===== src/design/wsms_pkg.sv =====
// Shared types and constants of the weighted score minimum selector.
package wsms_pkg;

	localparam int WEIGHT_W    = 16;
	localparam int WEIGHT_FRAC = 8;
	localparam int BURST_W     = 24;
	localparam int WAIT_W      = 16;
	localparam int TIME_W      = 20;
	localparam int PRIO_W      = 8;
	localparam int ORDER_W     = 16;
	localparam int IDENT_W     = 8;
	localparam int INDEX_W     = 6;
	localparam int CFG_IDX_W   = 2;

	localparam int IN_Q_DEPTH  = 4;
	localparam int RES_Q_DEPTH = 2;

	localparam logic [WEIGHT_W-1:0] AGING_RESET    = 16'd256;
	localparam logic [WEIGHT_W-1:0] IO_RESET       = 16'd768;
	localparam logic [WEIGHT_W-1:0] PRIORITY_RESET = 16'd128;

	typedef enum logic [CFG_IDX_W-1:0] {
		REG_AGING    = 2'd0,
		REG_IO       = 2'd1,
		REG_PRIORITY = 2'd2
	} cfg_reg_t;

	typedef struct packed {
		logic [WEIGHT_W-1:0] aging;
		logic [WEIGHT_W-1:0] io;
		logic [WEIGHT_W-1:0] prio;
	} weights_t;

	typedef struct packed {
		logic               ready;
		logic [BURST_W-1:0] burst;
		logic [WAIT_W-1:0]  wait_ticks;
		logic [TIME_W-1:0]  cpu;
		logic [TIME_W-1:0]  io;
		logic [PRIO_W-1:0]  prio;
		logic [ORDER_W-1:0] order;
		logic [IDENT_W-1:0] ident;
		logic               last;
	} raw_item_t;

	typedef struct packed {
		logic               score_en;
		logic               last;
		logic [INDEX_W-1:0] index;
		logic [BURST_W-1:0] burst;
		logic [WAIT_W-1:0]  wait_ticks;
		logic [TIME_W-1:0]  cpu;
		logic [TIME_W-1:0]  io;
		logic [PRIO_W-1:0]  prio;
		logic [ORDER_W-1:0] order;
		logic [IDENT_W-1:0] ident;
	} work_item_t;

	typedef struct packed {
		logic [INDEX_W-1:0] index;
		logic               found;
	} result_t;

	typedef struct packed {
		logic busy;
		logic done;
	} div_stat_t;

	typedef enum logic [1:0] {
		B_IDLE,
		B_DIV,
		B_ACC,
		B_EMIT
	} back_state_t;

endpackage


===== src/design/weighted_score_min_selector_top.sv =====
// Top level of the weighted score minimum selector: front, work queue, back end, result queue.
// Back end: each scored entry passes the divider, which forms two bits of the I/O share
// per cycle, and then an accumulate step; after the last entry the scan result goes to the
// result queue from the emit state, which waits while that queue is full.
// The back end takes a new entry only once the last is done; unready entries skip the divider.
// Reset: arst_n clears all control state and loads the default weights; no clearing pass.
module weighted_score_min_selector_top
	import wsms_pkg::*;
#(
	parameter int MAX_ENTRIES = 64,
	parameter int FRAC_BITS   = 8
) (
	input  logic                 clk,
	input  logic                 arst_n,

	// Entry request channel
	input  logic                 push,
	output logic                 full,
	input  logic                 entry_ready,
	input  logic [BURST_W-1:0]   burst_est,
	input  logic [WAIT_W-1:0]    wait_count,
	input  logic [TIME_W-1:0]    cpu_time,
	input  logic [TIME_W-1:0]    io_time,
	input  logic [PRIO_W-1:0]    priority_req,
	input  logic [ORDER_W-1:0]   queue_rank,
	input  logic [IDENT_W-1:0]   process_id,
	input  logic                 last_entry,

	// Result request channel
	output logic                 empty,
	input  logic                 pop,
	output logic [INDEX_W-1:0]   chosen_index,
	output logic                 found,

	// Configuration write channel
	input  logic                 cfg_valid,
	output logic                 cfg_ready,
	input  logic [CFG_IDX_W-1:0] cfg_index,
	input  logic [WEIGHT_W-1:0]  cfg_data
);

	localparam int WORK_W = $bits(work_item_t);
	localparam int RES_W  = $bits(result_t);

	weights_t         weights_q;
	raw_item_t        raw_item;
	work_item_t       in_q_wr_item;
	work_item_t       in_q_rd_item;
	logic [WORK_W-1:0] in_q_rd_data;
	logic             in_q_push;
	logic             in_q_full;
	logic             in_q_pop;
	logic             in_q_empty;
	result_t          res_wr_item;
	result_t          res_rd_item;
	logic [RES_W-1:0] res_rd_data;
	logic             res_push;
	logic             res_full;

	// Users change weights only while the block is idle; unenforced, every write is taken.
	assign cfg_ready = 1'b1;

	always_ff @(posedge clk or negedge arst_n) begin
		if (!arst_n) begin
			weights_q.aging <= AGING_RESET;
			weights_q.io    <= IO_RESET;
			weights_q.prio  <= PRIORITY_RESET;
		end else if (cfg_valid && cfg_ready) begin
			unique case (cfg_reg_t'(cfg_index))
				REG_AGING:    weights_q.aging <= cfg_data;
				REG_IO:       weights_q.io    <= cfg_data;
				REG_PRIORITY: weights_q.prio  <= cfg_data;
				default:      weights_q       <= weights_q;
			endcase
		end
	end

	// Gather the entry fields into one request.
	always_comb begin
		raw_item.ready      = entry_ready;
		raw_item.burst      = burst_est;
		raw_item.wait_ticks = wait_count;
		raw_item.cpu        = cpu_time;
		raw_item.io         = io_time;
		raw_item.prio       = priority_req;
		raw_item.order      = queue_rank;
		raw_item.ident      = process_id;
		raw_item.last       = last_entry;
	end

	// Stall the entry channel only when the work queue is full.
	assign full = in_q_full;

	wsms_front #(
		.MAX_ENTRIES(MAX_ENTRIES)
	) u_front (
		.clk     (clk),
		.arst_n  (arst_n),
		.push    (push),
		.raw_item(raw_item),
		.q_full  (in_q_full),
		.q_push  (in_q_push),
		.q_item  (in_q_wr_item)
	);

	// Work queue decouples entry acceptance from scoring.
	wsms_fifo #(
		.WIDTH(WORK_W),
		.DEPTH(IN_Q_DEPTH)
	) u_work_q (
		.clk    (clk),
		.arst_n (arst_n),
		.wr_en  (in_q_push),
		.wr_data(in_q_wr_item),
		.full   (in_q_full),
		.rd_en  (in_q_pop),
		.rd_data(in_q_rd_data),
		.empty  (in_q_empty)
	);

	assign in_q_rd_item = in_q_rd_data;

	wsms_back #(
		.FRAC_BITS(FRAC_BITS)
	) u_back (
		.clk     (clk),
		.arst_n  (arst_n),
		.weights (weights_q),
		.q_empty (in_q_empty),
		.q_item  (in_q_rd_item),
		.q_pop   (in_q_pop),
		.res_full(res_full),
		.res_push(res_push),
		.res_item(res_wr_item)
	);

	// Result queue lets the back end start the next scan while a result waits.
	wsms_fifo #(
		.WIDTH(RES_W),
		.DEPTH(RES_Q_DEPTH)
	) u_res_q (
		.clk    (clk),
		.arst_n (arst_n),
		.wr_en  (res_push),
		.wr_data(res_wr_item),
		.full   (res_full),
		.rd_en  (pop),
		.rd_data(res_rd_data),
		.empty  (empty)
	);

	assign res_rd_item  = res_rd_data;
	assign chosen_index = res_rd_item.index;
	assign found        = res_rd_item.found;

`ifndef SYNTHESIS
	a_work_q_no_overflow: assert property (@(posedge clk) disable iff (!arst_n)
		in_q_push |-> !in_q_full)
		else $error("front wrote into a full work queue");

	a_res_q_no_overflow: assert property (@(posedge clk) disable iff (!arst_n)
		res_push |-> !res_full)
		else $error("back end pushed a result into a full result queue");

	a_pop_needs_work: assert property (@(posedge clk) disable iff (!arst_n)
		in_q_pop |-> !in_q_empty)
		else $error("back end popped an empty work queue");

	a_not_found_zero_index: assert property (@(posedge clk) disable iff (!arst_n)
		(!empty && !found) |-> (chosen_index == '0))
		else $error("result without a winner carries a nonzero index");
`endif

endmodule


===== src/design/wsms_fifo.sv =====
// Small synchronous queue used between the front, the back and the result port.
module wsms_fifo
	import wsms_pkg::*;
#(
	parameter int WIDTH = 8,
	parameter int DEPTH = 4
) (
	input  logic             clk,
	input  logic             arst_n,
	input  logic             wr_en,
	input  logic [WIDTH-1:0] wr_data,
	output logic             full,
	input  logic             rd_en,
	output logic [WIDTH-1:0] rd_data,
	output logic             empty
);

	localparam int PTR_W = (DEPTH > 1) ? $clog2(DEPTH) : 1;
	localparam int CNT_W = $clog2(DEPTH + 1);

	logic [WIDTH-1:0] slots_q [DEPTH];
	logic [PTR_W-1:0] wr_ptr_q;
	logic [PTR_W-1:0] rd_ptr_q;
	logic [CNT_W-1:0] count_q;
	logic             wr_ok;
	logic             rd_ok;

	assign full    = (count_q == CNT_W'(DEPTH));
	assign empty   = (count_q == '0);
	assign wr_ok   = wr_en && !full;
	assign rd_ok   = rd_en && !empty;
	assign rd_data = slots_q[rd_ptr_q];

	always_ff @(posedge clk) begin
		if (wr_ok) begin
			slots_q[wr_ptr_q] <= wr_data;
		end
	end

	always_ff @(posedge clk or negedge arst_n) begin
		if (!arst_n) begin
			wr_ptr_q <= '0;
			rd_ptr_q <= '0;
			count_q  <= '0;
		end else begin
			if (wr_ok) begin
				wr_ptr_q <= (wr_ptr_q == PTR_W'(DEPTH - 1)) ? '0 : wr_ptr_q + 1'b1;
			end
			if (rd_ok) begin
				rd_ptr_q <= (rd_ptr_q == PTR_W'(DEPTH - 1)) ? '0 : rd_ptr_q + 1'b1;
			end
			unique case ({wr_ok, rd_ok})
				2'b10:   count_q <= count_q + 1'b1;
				2'b01:   count_q <= count_q - 1'b1;
				default: count_q <= count_q;
			endcase
		end
	end

endmodule


===== src/design/wsms_front.sv =====
// Front end: accept entries, track table position, drop entries that need no work.
module wsms_front
	import wsms_pkg::*;
#(
	parameter int MAX_ENTRIES = 64
) (
	input  logic       clk,
	input  logic       arst_n,
	input  logic       push,
	input  raw_item_t  raw_item,
	input  logic       q_full,
	output logic       q_push,
	output work_item_t q_item
);

	localparam int POS_W = $clog2(MAX_ENTRIES + 1);

	logic [POS_W-1:0] pos_q;
	logic             accept;
	logic             in_range;
	logic             score_en;

	assign accept   = push && !q_full;
	assign in_range = (pos_q < POS_W'(MAX_ENTRIES));
	assign score_en = raw_item.ready && in_range;
	// Forward only entries that get scored or that close the scan.
	assign q_push   = accept && (score_en || raw_item.last);

	always_comb begin
		q_item            = '0;
		q_item.score_en   = score_en;
		q_item.last       = raw_item.last;
		q_item.index      = INDEX_W'(pos_q);
		q_item.burst      = raw_item.burst;
		q_item.wait_ticks = raw_item.wait_ticks;
		q_item.cpu        = raw_item.cpu;
		q_item.io         = raw_item.io;
		q_item.prio       = raw_item.prio;
		q_item.order      = raw_item.order;
		q_item.ident      = raw_item.ident;
	end

	// Advance the position, saturate at the table depth, restart on the last entry.
	always_ff @(posedge clk or negedge arst_n) begin
		if (!arst_n) begin
			pos_q <= '0;
		end else if (accept) begin
			priority if (raw_item.last) begin
				pos_q <= '0;
			end else if (in_range) begin
				pos_q <= pos_q + 1'b1;
			end else begin
				pos_q <= pos_q;
			end
		end
	end

endmodule


===== src/design/wsms_div.sv =====
// Radix-4 restoring divider for the I/O share io / (cpu + io).
module wsms_div
	import wsms_pkg::*;
#(
	parameter int FRAC_BITS = 8
) (
	input  logic                 clk,
	input  logic                 arst_n,
	input  logic                 start,
	input  logic [TIME_W-1:0]    io,
	input  logic [TIME_W-1:0]    cpu,
	output div_stat_t            stat,
	output logic [FRAC_BITS:0]   share
);

	localparam int ITERS = (FRAC_BITS + 1) / 2;
	localparam int STEPS = 2 * ITERS;
	localparam int CNT_W = $clog2(ITERS + 1);
	localparam int SUM_W = TIME_W + 1;

	logic             busy_q;
	logic [CNT_W-1:0] cnt_q;
	logic [SUM_W-1:0] sum_q;
	logic [SUM_W-1:0] rem_q;
	logic [STEPS-1:0] quo_q;
	logic             zero_q;
	logic             whole_q;
	logic [SUM_W-1:0] rem_d;
	logic [STEPS-1:0] quo_d;
	logic [SUM_W:0]   trial;

	// Two quotient bits per cycle; remainder stays below the divisor when cpu time is nonzero.
	always_comb begin
		rem_d = rem_q;
		quo_d = quo_q;
		trial = '0;
		for (int k = 0; k < 2; k++) begin
			trial = {rem_d, 1'b0};
			if (trial >= {1'b0, sum_q}) begin
				trial = trial - {1'b0, sum_q};
				quo_d = {quo_d[STEPS-2:0], 1'b1};
			end else begin
				quo_d = {quo_d[STEPS-2:0], 1'b0};
			end
			rem_d = trial[SUM_W-1:0];
		end
	end

	always_ff @(posedge clk or negedge arst_n) begin
		if (!arst_n) begin
			busy_q <= 1'b0;
			cnt_q  <= '0;
		end else if (start) begin
			busy_q <= 1'b1;
			cnt_q  <= CNT_W'(ITERS);
		end else if (busy_q) begin
			if (cnt_q != '0) begin
				cnt_q <= cnt_q - 1'b1;
			end else begin
				busy_q <= 1'b0;
			end
		end
	end

	always_ff @(posedge clk) begin
		if (start) begin
			sum_q   <= SUM_W'(cpu) + SUM_W'(io);
			rem_q   <= SUM_W'(io);
			quo_q   <= '0;
			zero_q  <= (io == '0);
			whole_q <= (cpu == '0);
		end else if (busy_q && (cnt_q != '0)) begin
			rem_q <= rem_d;
			quo_q <= quo_d;
		end
	end

	assign stat.busy = busy_q;
	assign stat.done = busy_q && (cnt_q == '0);

	// No I/O gives zero share, no CPU time gives a share of exactly one.
	always_comb begin
		priority if (zero_q) begin
			share = '0;
		end else if (whole_q) begin
			share = {1'b1, {FRAC_BITS{1'b0}}};
		end else begin
			share = {1'b0, quo_q[STEPS-1:STEPS-FRAC_BITS]};
		end
	end

endmodule


===== src/design/wsms_back.sv =====
// Back end: score one entry at a time, keep the running minimum, emit the scan result.
module wsms_back
	import wsms_pkg::*;
#(
	parameter int FRAC_BITS = 8
) (
	input  logic       clk,
	input  logic       arst_n,
	input  weights_t   weights,
	input  logic       q_empty,
	input  work_item_t q_item,
	output logic       q_pop,
	input  logic       res_full,
	output logic       res_push,
	output result_t    res_item
);

	localparam int SHARE_W  = FRAC_BITS + 1;
	localparam int AGE_PW   = WAIT_W + WEIGHT_W;
	localparam int PRIO_PW  = PRIO_W + WEIGHT_W;
	localparam int IO_PW    = SHARE_W + WEIGHT_W;
	localparam int AGE_TW   = AGE_PW + FRAC_BITS - WEIGHT_FRAC;
	localparam int PRIO_TW  = PRIO_PW + FRAC_BITS - WEIGHT_FRAC;
	localparam int IO_TW    = IO_PW - WEIGHT_FRAC;
	localparam int SCORE_W  = BURST_W + FRAC_BITS + 2;

	back_state_t state_q;
	back_state_t state_d;

	work_item_t                 item_q;
	logic [AGE_PW-1:0]          age_prod_s1;
	logic [PRIO_PW-1:0]         prio_prod_s1;
	logic signed [SCORE_W-1:0]  part_s2;
	logic [IO_PW-1:0]           io_prod_s2;

	logic                       have_best_q;
	logic [INDEX_W-1:0]         best_index_q;
	logic signed [SCORE_W-1:0]  best_score_q;
	logic [ORDER_W-1:0]         best_order_q;
	logic [IDENT_W-1:0]         best_ident_q;

	logic                       div_start;
	div_stat_t                  div_stat;
	logic [SHARE_W-1:0]         div_share;

	logic [AGE_PW+FRAC_BITS-1:0]  age_wide;
	logic [PRIO_PW+FRAC_BITS-1:0] prio_wide;
	logic [AGE_TW-1:0]            age_term;
	logic [PRIO_TW-1:0]           prio_term;
	logic [IO_TW-1:0]             io_term;
	logic signed [SCORE_W-1:0]    burst_s;
	logic signed [SCORE_W-1:0]    age_s;
	logic signed [SCORE_W-1:0]    prio_s;
	logic signed [SCORE_W-1:0]    io_s;
	logic signed [SCORE_W-1:0]    score;
	logic                         take;
	logic                         in_div;
	logic                         in_acc;

	wsms_div #(
		.FRAC_BITS(FRAC_BITS)
	) u_div (
		.clk   (clk),
		.arst_n(arst_n),
		.start (div_start),
		.io    (q_item.io),
		.cpu   (q_item.cpu),
		.stat  (div_stat),
		.share (div_share)
	);

	always_comb begin
		state_d = state_q;
		unique case (state_q)
			B_IDLE: begin
				if (!q_empty) begin
					state_d = q_item.score_en ? B_DIV : B_EMIT;
				end
			end
			B_DIV: begin
				if (div_stat.done) begin
					state_d = B_ACC;
				end
			end
			B_ACC: begin
				state_d = item_q.last ? B_EMIT : B_IDLE;
			end
			B_EMIT: begin
				if (!res_full) begin
					state_d = B_IDLE;
				end
			end
			default: state_d = B_IDLE;
		endcase
	end

	always_comb begin
		q_pop     = (state_q == B_IDLE) && !q_empty;
		div_start = q_pop && q_item.score_en;
		in_div    = (state_q == B_DIV);
		in_acc    = (state_q == B_ACC);
		res_push  = (state_q == B_EMIT) && !res_full;
	end

	always_ff @(posedge clk or negedge arst_n) begin
		if (!arst_n) begin
			state_q <= B_IDLE;
		end else begin
			state_q <= state_d;
		end
	end

	// Bring the terms weighted by the Q8.8 weights to the score's fraction width, floor.
	assign age_wide  = {age_prod_s1, {FRAC_BITS{1'b0}}};
	assign prio_wide = {prio_prod_s1, {FRAC_BITS{1'b0}}};
	assign age_term  = age_wide[AGE_PW+FRAC_BITS-1:WEIGHT_FRAC];
	assign prio_term = prio_wide[PRIO_PW+FRAC_BITS-1:WEIGHT_FRAC];
	assign io_term   = io_prod_s2[IO_PW-1:WEIGHT_FRAC];
	assign burst_s   = SCORE_W'(item_q.burst);
	assign age_s     = SCORE_W'(age_term);
	assign prio_s    = SCORE_W'(prio_term);
	assign io_s      = SCORE_W'(io_term);
	assign score     = part_s2 - io_s;

	assign take = !have_best_q || (score < best_score_q) ||
		((score == best_score_q) && ((item_q.order < best_order_q) ||
		((item_q.order == best_order_q) && (item_q.ident < best_ident_q))));

	always_ff @(posedge clk) begin
		if (q_pop) begin
			item_q       <= q_item;
			age_prod_s1  <= q_item.wait_ticks * weights.aging;
			prio_prod_s1 <= q_item.prio * weights.prio;
		end
		if (in_div) begin
			part_s2 <= burst_s - age_s + prio_s;
			if (div_stat.done) begin
				io_prod_s2 <= div_share * weights.io;
			end
		end
	end

	// Hold the running minimum; drop it once the scan result is out.
	always_ff @(posedge clk or negedge arst_n) begin
		if (!arst_n) begin
			have_best_q  <= 1'b0;
			best_index_q <= '0;
			best_score_q <= '0;
			best_order_q <= '0;
			best_ident_q <= '0;
		end else if (res_push) begin
			have_best_q  <= 1'b0;
			best_index_q <= '0;
			best_score_q <= '0;
			best_order_q <= '0;
			best_ident_q <= '0;
		end else if (in_acc && take) begin
			have_best_q  <= 1'b1;
			best_index_q <= item_q.index;
			best_score_q <= score;
			best_order_q <= item_q.order;
			best_ident_q <= item_q.ident;
		end
	end

	assign res_item.index = have_best_q ? best_index_q : '0;
	assign res_item.found = have_best_q;

endmodule

===== config.mk =====
export PLATFORM = sky130hd
export DESIGN_NAME = weighted_score_min_selector_top
export DESIGN_NICKNAME = d
export VERILOG_FILES = /design/src/design/wsms_pkg.sv /design/src/design/weighted_score_min_selector_top.sv /design/src/design/wsms_fifo.sv /design/src/design/wsms_front.sv /design/src/design/wsms_div.sv /design/src/design/wsms_back.sv
export SDC_FILE = /design/constraint.sdc
export NUM_CORES = 2
export LEC_CHECK = 0
export BUFFER_PORTS_ARGS = -buffer_cell sky130_fd_sc_hd__clkbuf_2
export CORE_MARGIN = 10
export CORE_UTILIZATION = 60
export CTS_BUF_LIST = sky130_fd_sc_hd__clkbuf_16
export DETAILED_ROUTE_END_ITERATION = 7
export GPL_TIMING_DRIVEN = 0
export PLACE_DENSITY = 0.77
export SYNTH_ARGS = -nofsm -noshare
export SYNTH_HDL_FRONTEND = slang
export SYNTH_SLANG_ARGS = --single-unit

===== constraint.sdc =====
create_clock -name clk -period 17.4 [get_ports clk]
set_input_delay 1.74 -clock clk [delete_from_list [all_inputs] [get_ports clk]]
set_output_delay 1.74 -clock clk [all_outputs]
set_load 0.1 [all_outputs]

======== Word level (Yosys, flattened, before mapping) ========
Memory sizes are Yosys's and may differ from the RTL's.
Cells that the tools add are included.
cells by class
  add/subtract/negate cells ............... 16
  multiply operators ...................... 3
  divide/modulo/power cells ............... 0
  magnitude comparators ................... 6
  eq/ne operators ......................... 18
  shift operators ......................... 0
  muxes and demuxes ....................... 43
  bitwise logic cells ..................... 0
  reduce and logical (&&, ||, !) cells .... 46
operators with widths
  kind                  number
  $mux W34              2
  $ge A22 B21 Y1        2
  $mux W21              2
  $sub A21 B21 Y21      2
  $logic_not A20 Y1     2
  $mux W20              2
  $add A34 B25 Y34      1
  $eq A34 B34 Y1        1
  $lt A34 B34 Y1        1
  $sub A34 B18 Y34      1
  $sub A24 B32 Y33      1
  $mul A16 B16 Y32      1
  $mux W16              2
  $mul A9 B16 Y25       1
  $mul A8 B16 Y24       1
  $add A20 B20 Y21      1
  $mux W6               3
  $mux W9               2
  $eq A16 B16 Y1        1
  $eq A2 B2 Y1 const B  8
  $lt A16 B16 Y1        1
  $mux W8               2
  $logic_and A1 B1 Y1   15
  $mux W2               7
  26 further kinds      70
storage, ports and cells
  register bits after elaboration ......... 359
  latch bits .............................. 0
  memory bits (writable) .................. 494
  ROM bits ................................ 0
  bits of input ports ..................... 137
  output and inout port bits .............. 10
  word-level logic and storage cells ...... 167
  memories kept ........................... 2
memories
  memory            words  width  read ports  clocked after Yosys merged registers in  wr ports  RTL line         text
  u_work_q.slots_q  4      120    1           0                                        1         wsms_fifo.sv:21  logic [WIDTH-1:0] slots_q [DEPTH];
  u_res_q.slots_q   2      7      1           0                                        1         wsms_fifo.sv:21

======== Longest topological paths before layout ========
  depth after elaboration ................. 8
  mapped depth ............................ 29
  gate-level depth less buffers ........... 26

======== Modules after synthesis ========
From an unflattened synthesis, not the netlist that was laid out.
second synthesis, totals
  cells, all modules ...................... 4,673
  area, all modules ....................... 56,321.5 um2
by module, submodules not included
  module                           instances  cells each  area an instance (um2)  sequential area each (um2)
  wsms_back                        1          3,055       29,122.9                6,541.3
  wsms_fifo (u_work_q)             1          667         17,789.6                14,589.0
  wsms_div                         1          643         5,550.3                 1,571.5
  weighted_score_min_selector_top  1          104         1,831.8                 1,206.2
  wsms_front                       1          164         1,326.3                 175.2
  wsms_fifo (u_res_q)              1          40          700.7                   520.5

======== Worst setup path after synthesis ========
OpenSTA, ideal clock, no wires.
  kind .................................... flip-flop to flip-flop
  from .................................... reg u_work_q.rd_ptr_q[0]
  to ...................................... reg u_back.age_prod_s1[28] (data pin)
  library setup time ...................... 0.258 ns
  arrival ................................. 7.600 ns
  data required time ...................... 17.142 ns
  path slack .............................. 9.543 ns
  stages on the path, launching flop included .. 28
  path buffers ............................ 4
  period minus slack after synthesis ...... 7.857 ns
  path through ............................ dfrtp_1 clkbuf_1 buf_2 buf_1 mux4_2 clkbuf_1 nand2_1 fa_1 fa_1 inv_1 fa_1 fa_1 fa_1 inv_1 fa_1 inv_1 ha_1 a21o_1 a21o_1 a21o_1 a21oi_1 nor2b_1 o31ai_1 a21oi_1 or3_1 a21o_1 a21oi_1 xnor2_1
on the way
  word-level cells in the longest chain between the ends .. 2
ends and longest elaborated chain
  item                      RTL line          text
  start: declaration        wsms_fifo.sv:23   logic [PTR_W-1:0] rd_ptr_q;
  start signal: assignment  wsms_fifo.sv:50   rd_ptr_q <= (rd_ptr_q == PTR_W'(DEPTH - 1)) ? '0 : rd_ptr_q + 1'b1;
  $mem_v2 Z4 W120           -
  $mul A16 B16 Y32          wsms_back.sv:132  age_prod_s1 <= q_item.wait_ticks * weights.aging;
  end signal: assignment    wsms_back.sv:132
  end: declaration          wsms_back.sv:31   logic [AGE_PW-1:0] age_prod_s1;
Every way passes these cells.
A chain may end at the register's enable or synchronous reset.

======== Final worst setup path ========
Ends and elaborated chain as after synthesis.

==> key figures <==
Status
  • Status: completed

Die
  • Starting Density: 60.7%
  • Top Ports: 147
  • DIE HEIGHT: 322 µm
  • Site Rows: 110
  • Die width: 322 µm
  • CORE AREA: 90300 µm²
  • Die footprint: 104000 µm²

Finish
  • # fillers: 6483
  • Multi-input logic area: 27400 µm²
  • Register area: 24600 µm²
  • Commonest cells after routing, fill and taps aside: edfxtp_1, inv_1, nand2_1, fa_1, ha_1
  • Final Core Density: 66.8%
  • Share of post-route cells with drive strength above 1: 10.8%
  • Area Growth Syn to Fin: 10.1%
  • Final Instance Area: 60300 µm²
  • # nets final: 5708
  • Commonest non-fill, non-tap cell in the layout: edfxtp_1

STA
  • Slew @ Worst Pin: 1.23 ns
  • Max Fclk: 103 MHz
  • Final hold violations: 0
  • Setup violations, final: 0
  • Slew Limit Fails: 0
  • Slew headroom: 18.2%
  • Sum of negative setup slack: 0 ns
  • Period Utilization, post-route: 55.5%
  • Min Tclk post-route: 9.67 ns
  • RSZ-0062 raised after global routing: false
  • Clock skew: 0.0425 ns

Synthesis
  • Synth Instances: 4561
  • Sequential cell area fraction in the yosys report: 44.9%
  • Mapped Area: 54800 µm²
  • Distinct cells, synth: 90
  • Net count after synthesis: 5462
  • Number of synthesis warnings: 0
  • Ys flop type: edfxtp_1
  • Post-synth ARST share: 16.2%
  • Synthesized area per cell: 12.0 µm²
  • #FFs+latches synth: 845
  • Post-synth EDFFs: 699

Global route
  • Vias in the first global route: 37177
  • Grt ovf: 0
  • Antenna violations before repair: 15
  • Tot GR Track Use: 25.4%
  • Largest net degree at the start of global routing: 88
  • First-pass GRT wire length: 206000 µm

Clock tree
  • Number of gates resized after cts: 0
  • Clock-pin slew on the worst setup and hold paths: 0.06 ns
  • H-Tree Level Count: 3
  • Max clock buf depth: 3
  • CTS tree: yes
  • Post-CTS Hold Fix Bufs: 0
  • Num CTS Buffers: 88
  • Sink Count: 845
  • Post-CTS Setup Inserts: 0
  • Root Driver: clkbuf_16
  • Worst skew pair latency: 0.69 ns

Route
  • Drt total wl: 130000 µm
  • Vias per cell: 5.86
  • Starting DRT DRC Count: 2870
  • DR vias: 35516
  • Wirelength per Cell: 21.4 µm
  • DRC viols: 0
  • Pre-antenna DRT Iters: 5
  • Routed Antenna Nets: 0

Placement
  • RePlAce Congestion: 0.927
  • Port Buffers: 145
  • Dpl cell area: 57300 µm²
  • HPWL after DPL: 96800 µm

Hold path
  • Min-delay src: u_back.item_q[117]$_DFFE_PP_
  • Hold crit path type: reg -> reg

Worst setup path
  • CP startpoint: u_work_q.rd_ptr_q[0]$_DFFE_PN0P_
  • Critical Path Fanout Max: 10
  • CP Capture Type: flop
  • Crit path top cell by count: fa_1
  • Req. time, crit path: 17.81 ns
  • CP Launch Type: flop
  • Slowest-stage cell, CP: buf_1
  • Critical path arrival: 10.07 ns
  • WS Path Type: reg -> reg
  • CP peak stage delay: 0.89 ns
  • Worst reg2reg path startpoint: u_work_q.rd_ptr_q[0]$_DFFE_PN0P_

Run
  • Max_cap viols: 0
==> worst paths after layout <==
check	endpoint	slack [ns]	cells after the start
setup / recovery	u_back.age_prod_s1[28]$_DFFE_PP_	7.73	27
hold / removal	u_back.best_index_q[5]$_DFFE_PN0P_	0.46	2
setup reg to reg	u_back.age_prod_s1[28]$_DFFE_PP_	7.73	27
hold reg to reg	u_back.best_index_q[5]$_DFFE_PN0P_	0.46	2
max in group asynchronous	u_back.best_score_q[32]$_DFFE_PN0P_	15.53	2
min in group asynchronous	weights_q[16]$_DFFE_PN0P_	1.00	1
==> cells in the mapped netlist (all sizes together) (17+ instances only) <==
cell type	number	area, µm²
a211oi	17	128
a21o	100	752
a21oi	195	987
a31oi	21	144
and2	208	1300
and3	62	388
buf	50	208
clkbuf	105	394
dfrtp	133	3330
edfxtp	699	21000
fa	382	7650
ha	382	4780
inv	587	2200
mux2	65	732
mux4	120	2700
nand2	509	1910
nand2b	33	206
nand3	40	200
nand4	21	131
nor2	177	664
nor2b	38	238
nor3	46	235
nor4	20	125
o21a	27	203
o21ai	140	701
xnor2	142	1240
xor2	59	517
==> per-stage QoR <==
stage / instances / hold WS (ns) / worst slack, ns
after global placement: 5882 / 0.430 / 7.87
after floorplan: 4561 / 0.426 / 9.54
after global routing: 6062 / 0.491 / 7.28
after detailed placement: 5893 / 0.449 / 7.72
final: 6064 / 0.461 / 7.73
after CTS: 6058 / 0.462 / 7.68
==> cell type report <==
type | instances | share of cell area, %
Timing Repair Buffer | 156 | 1.69
Buffer | 155 | 1.01
Clock buffer | 88 | 3.65
Tap cell | 1176 | 2.44
Inverter | 587 | 3.65
Antenna cell | 6 | 0.0249
Clock inverter | 77 | 1.31
Multi-Input combinational cell | 2974 | 45.4
Sequential cell | 845 | 40.8
==> per-layer routing <==
layer	up-vias	track usage, %	wire, µm
li1	16227	-	-
met1	17648	32.8	52100
met2	1358	41.9	62000
met3	271	4.83	10200
met4	12	10.8	5400
met5	-	0	78
==> registers in the layout, summed over array words and instances, names as in the netlist, 21 cells and up <==
signal	flops
u_back.best_score_q	34
u_back.age_prod_s1	32
u_back.part_s2	34
u_back.u_div.rem_q	21
u_back.burst_s	24
u_back.item_q	31
u_back.prio_prod_s1	24
u_back.u_div.sum_q	21
weights_q	48
u_work_q.slots_q	480
==> worst max-delay path: cells and delay by family (launching register included) <==
family                   cells  cell delay (ns)
adder cells (fa/ha/maj)      7             3.45
XOR/XNOR                     1             0.26
buffers and inverters        7             2.54
AND/OR/NAND/NOR              3             0.66
multiplexers                 1             0.59
flip-flops                   1             0.36
AO/OA/AOI/OAI                8             1.47
==> logic make-up (layout without fill, tap and decap cells) <==
family	Yosys count	after routing	share of synthesized area [%]
AO/OA/AOI/OAI	607	607	7.03
flip-flops	845	845	44.9
other	1	7	0.00685
AND/OR/NAND/NOR	1207	1207	10.6
adder cells (fa/ha/maj)	764	764	22.7
buffers and inverters	742	1063	5.12
multiplexers	194	194	6.44
XOR/XNOR	201	201	3.21
Power is left out: the tool's default activity adds up to more than one toggle a clock period on the data nets, which glitch-free logic cannot reach.
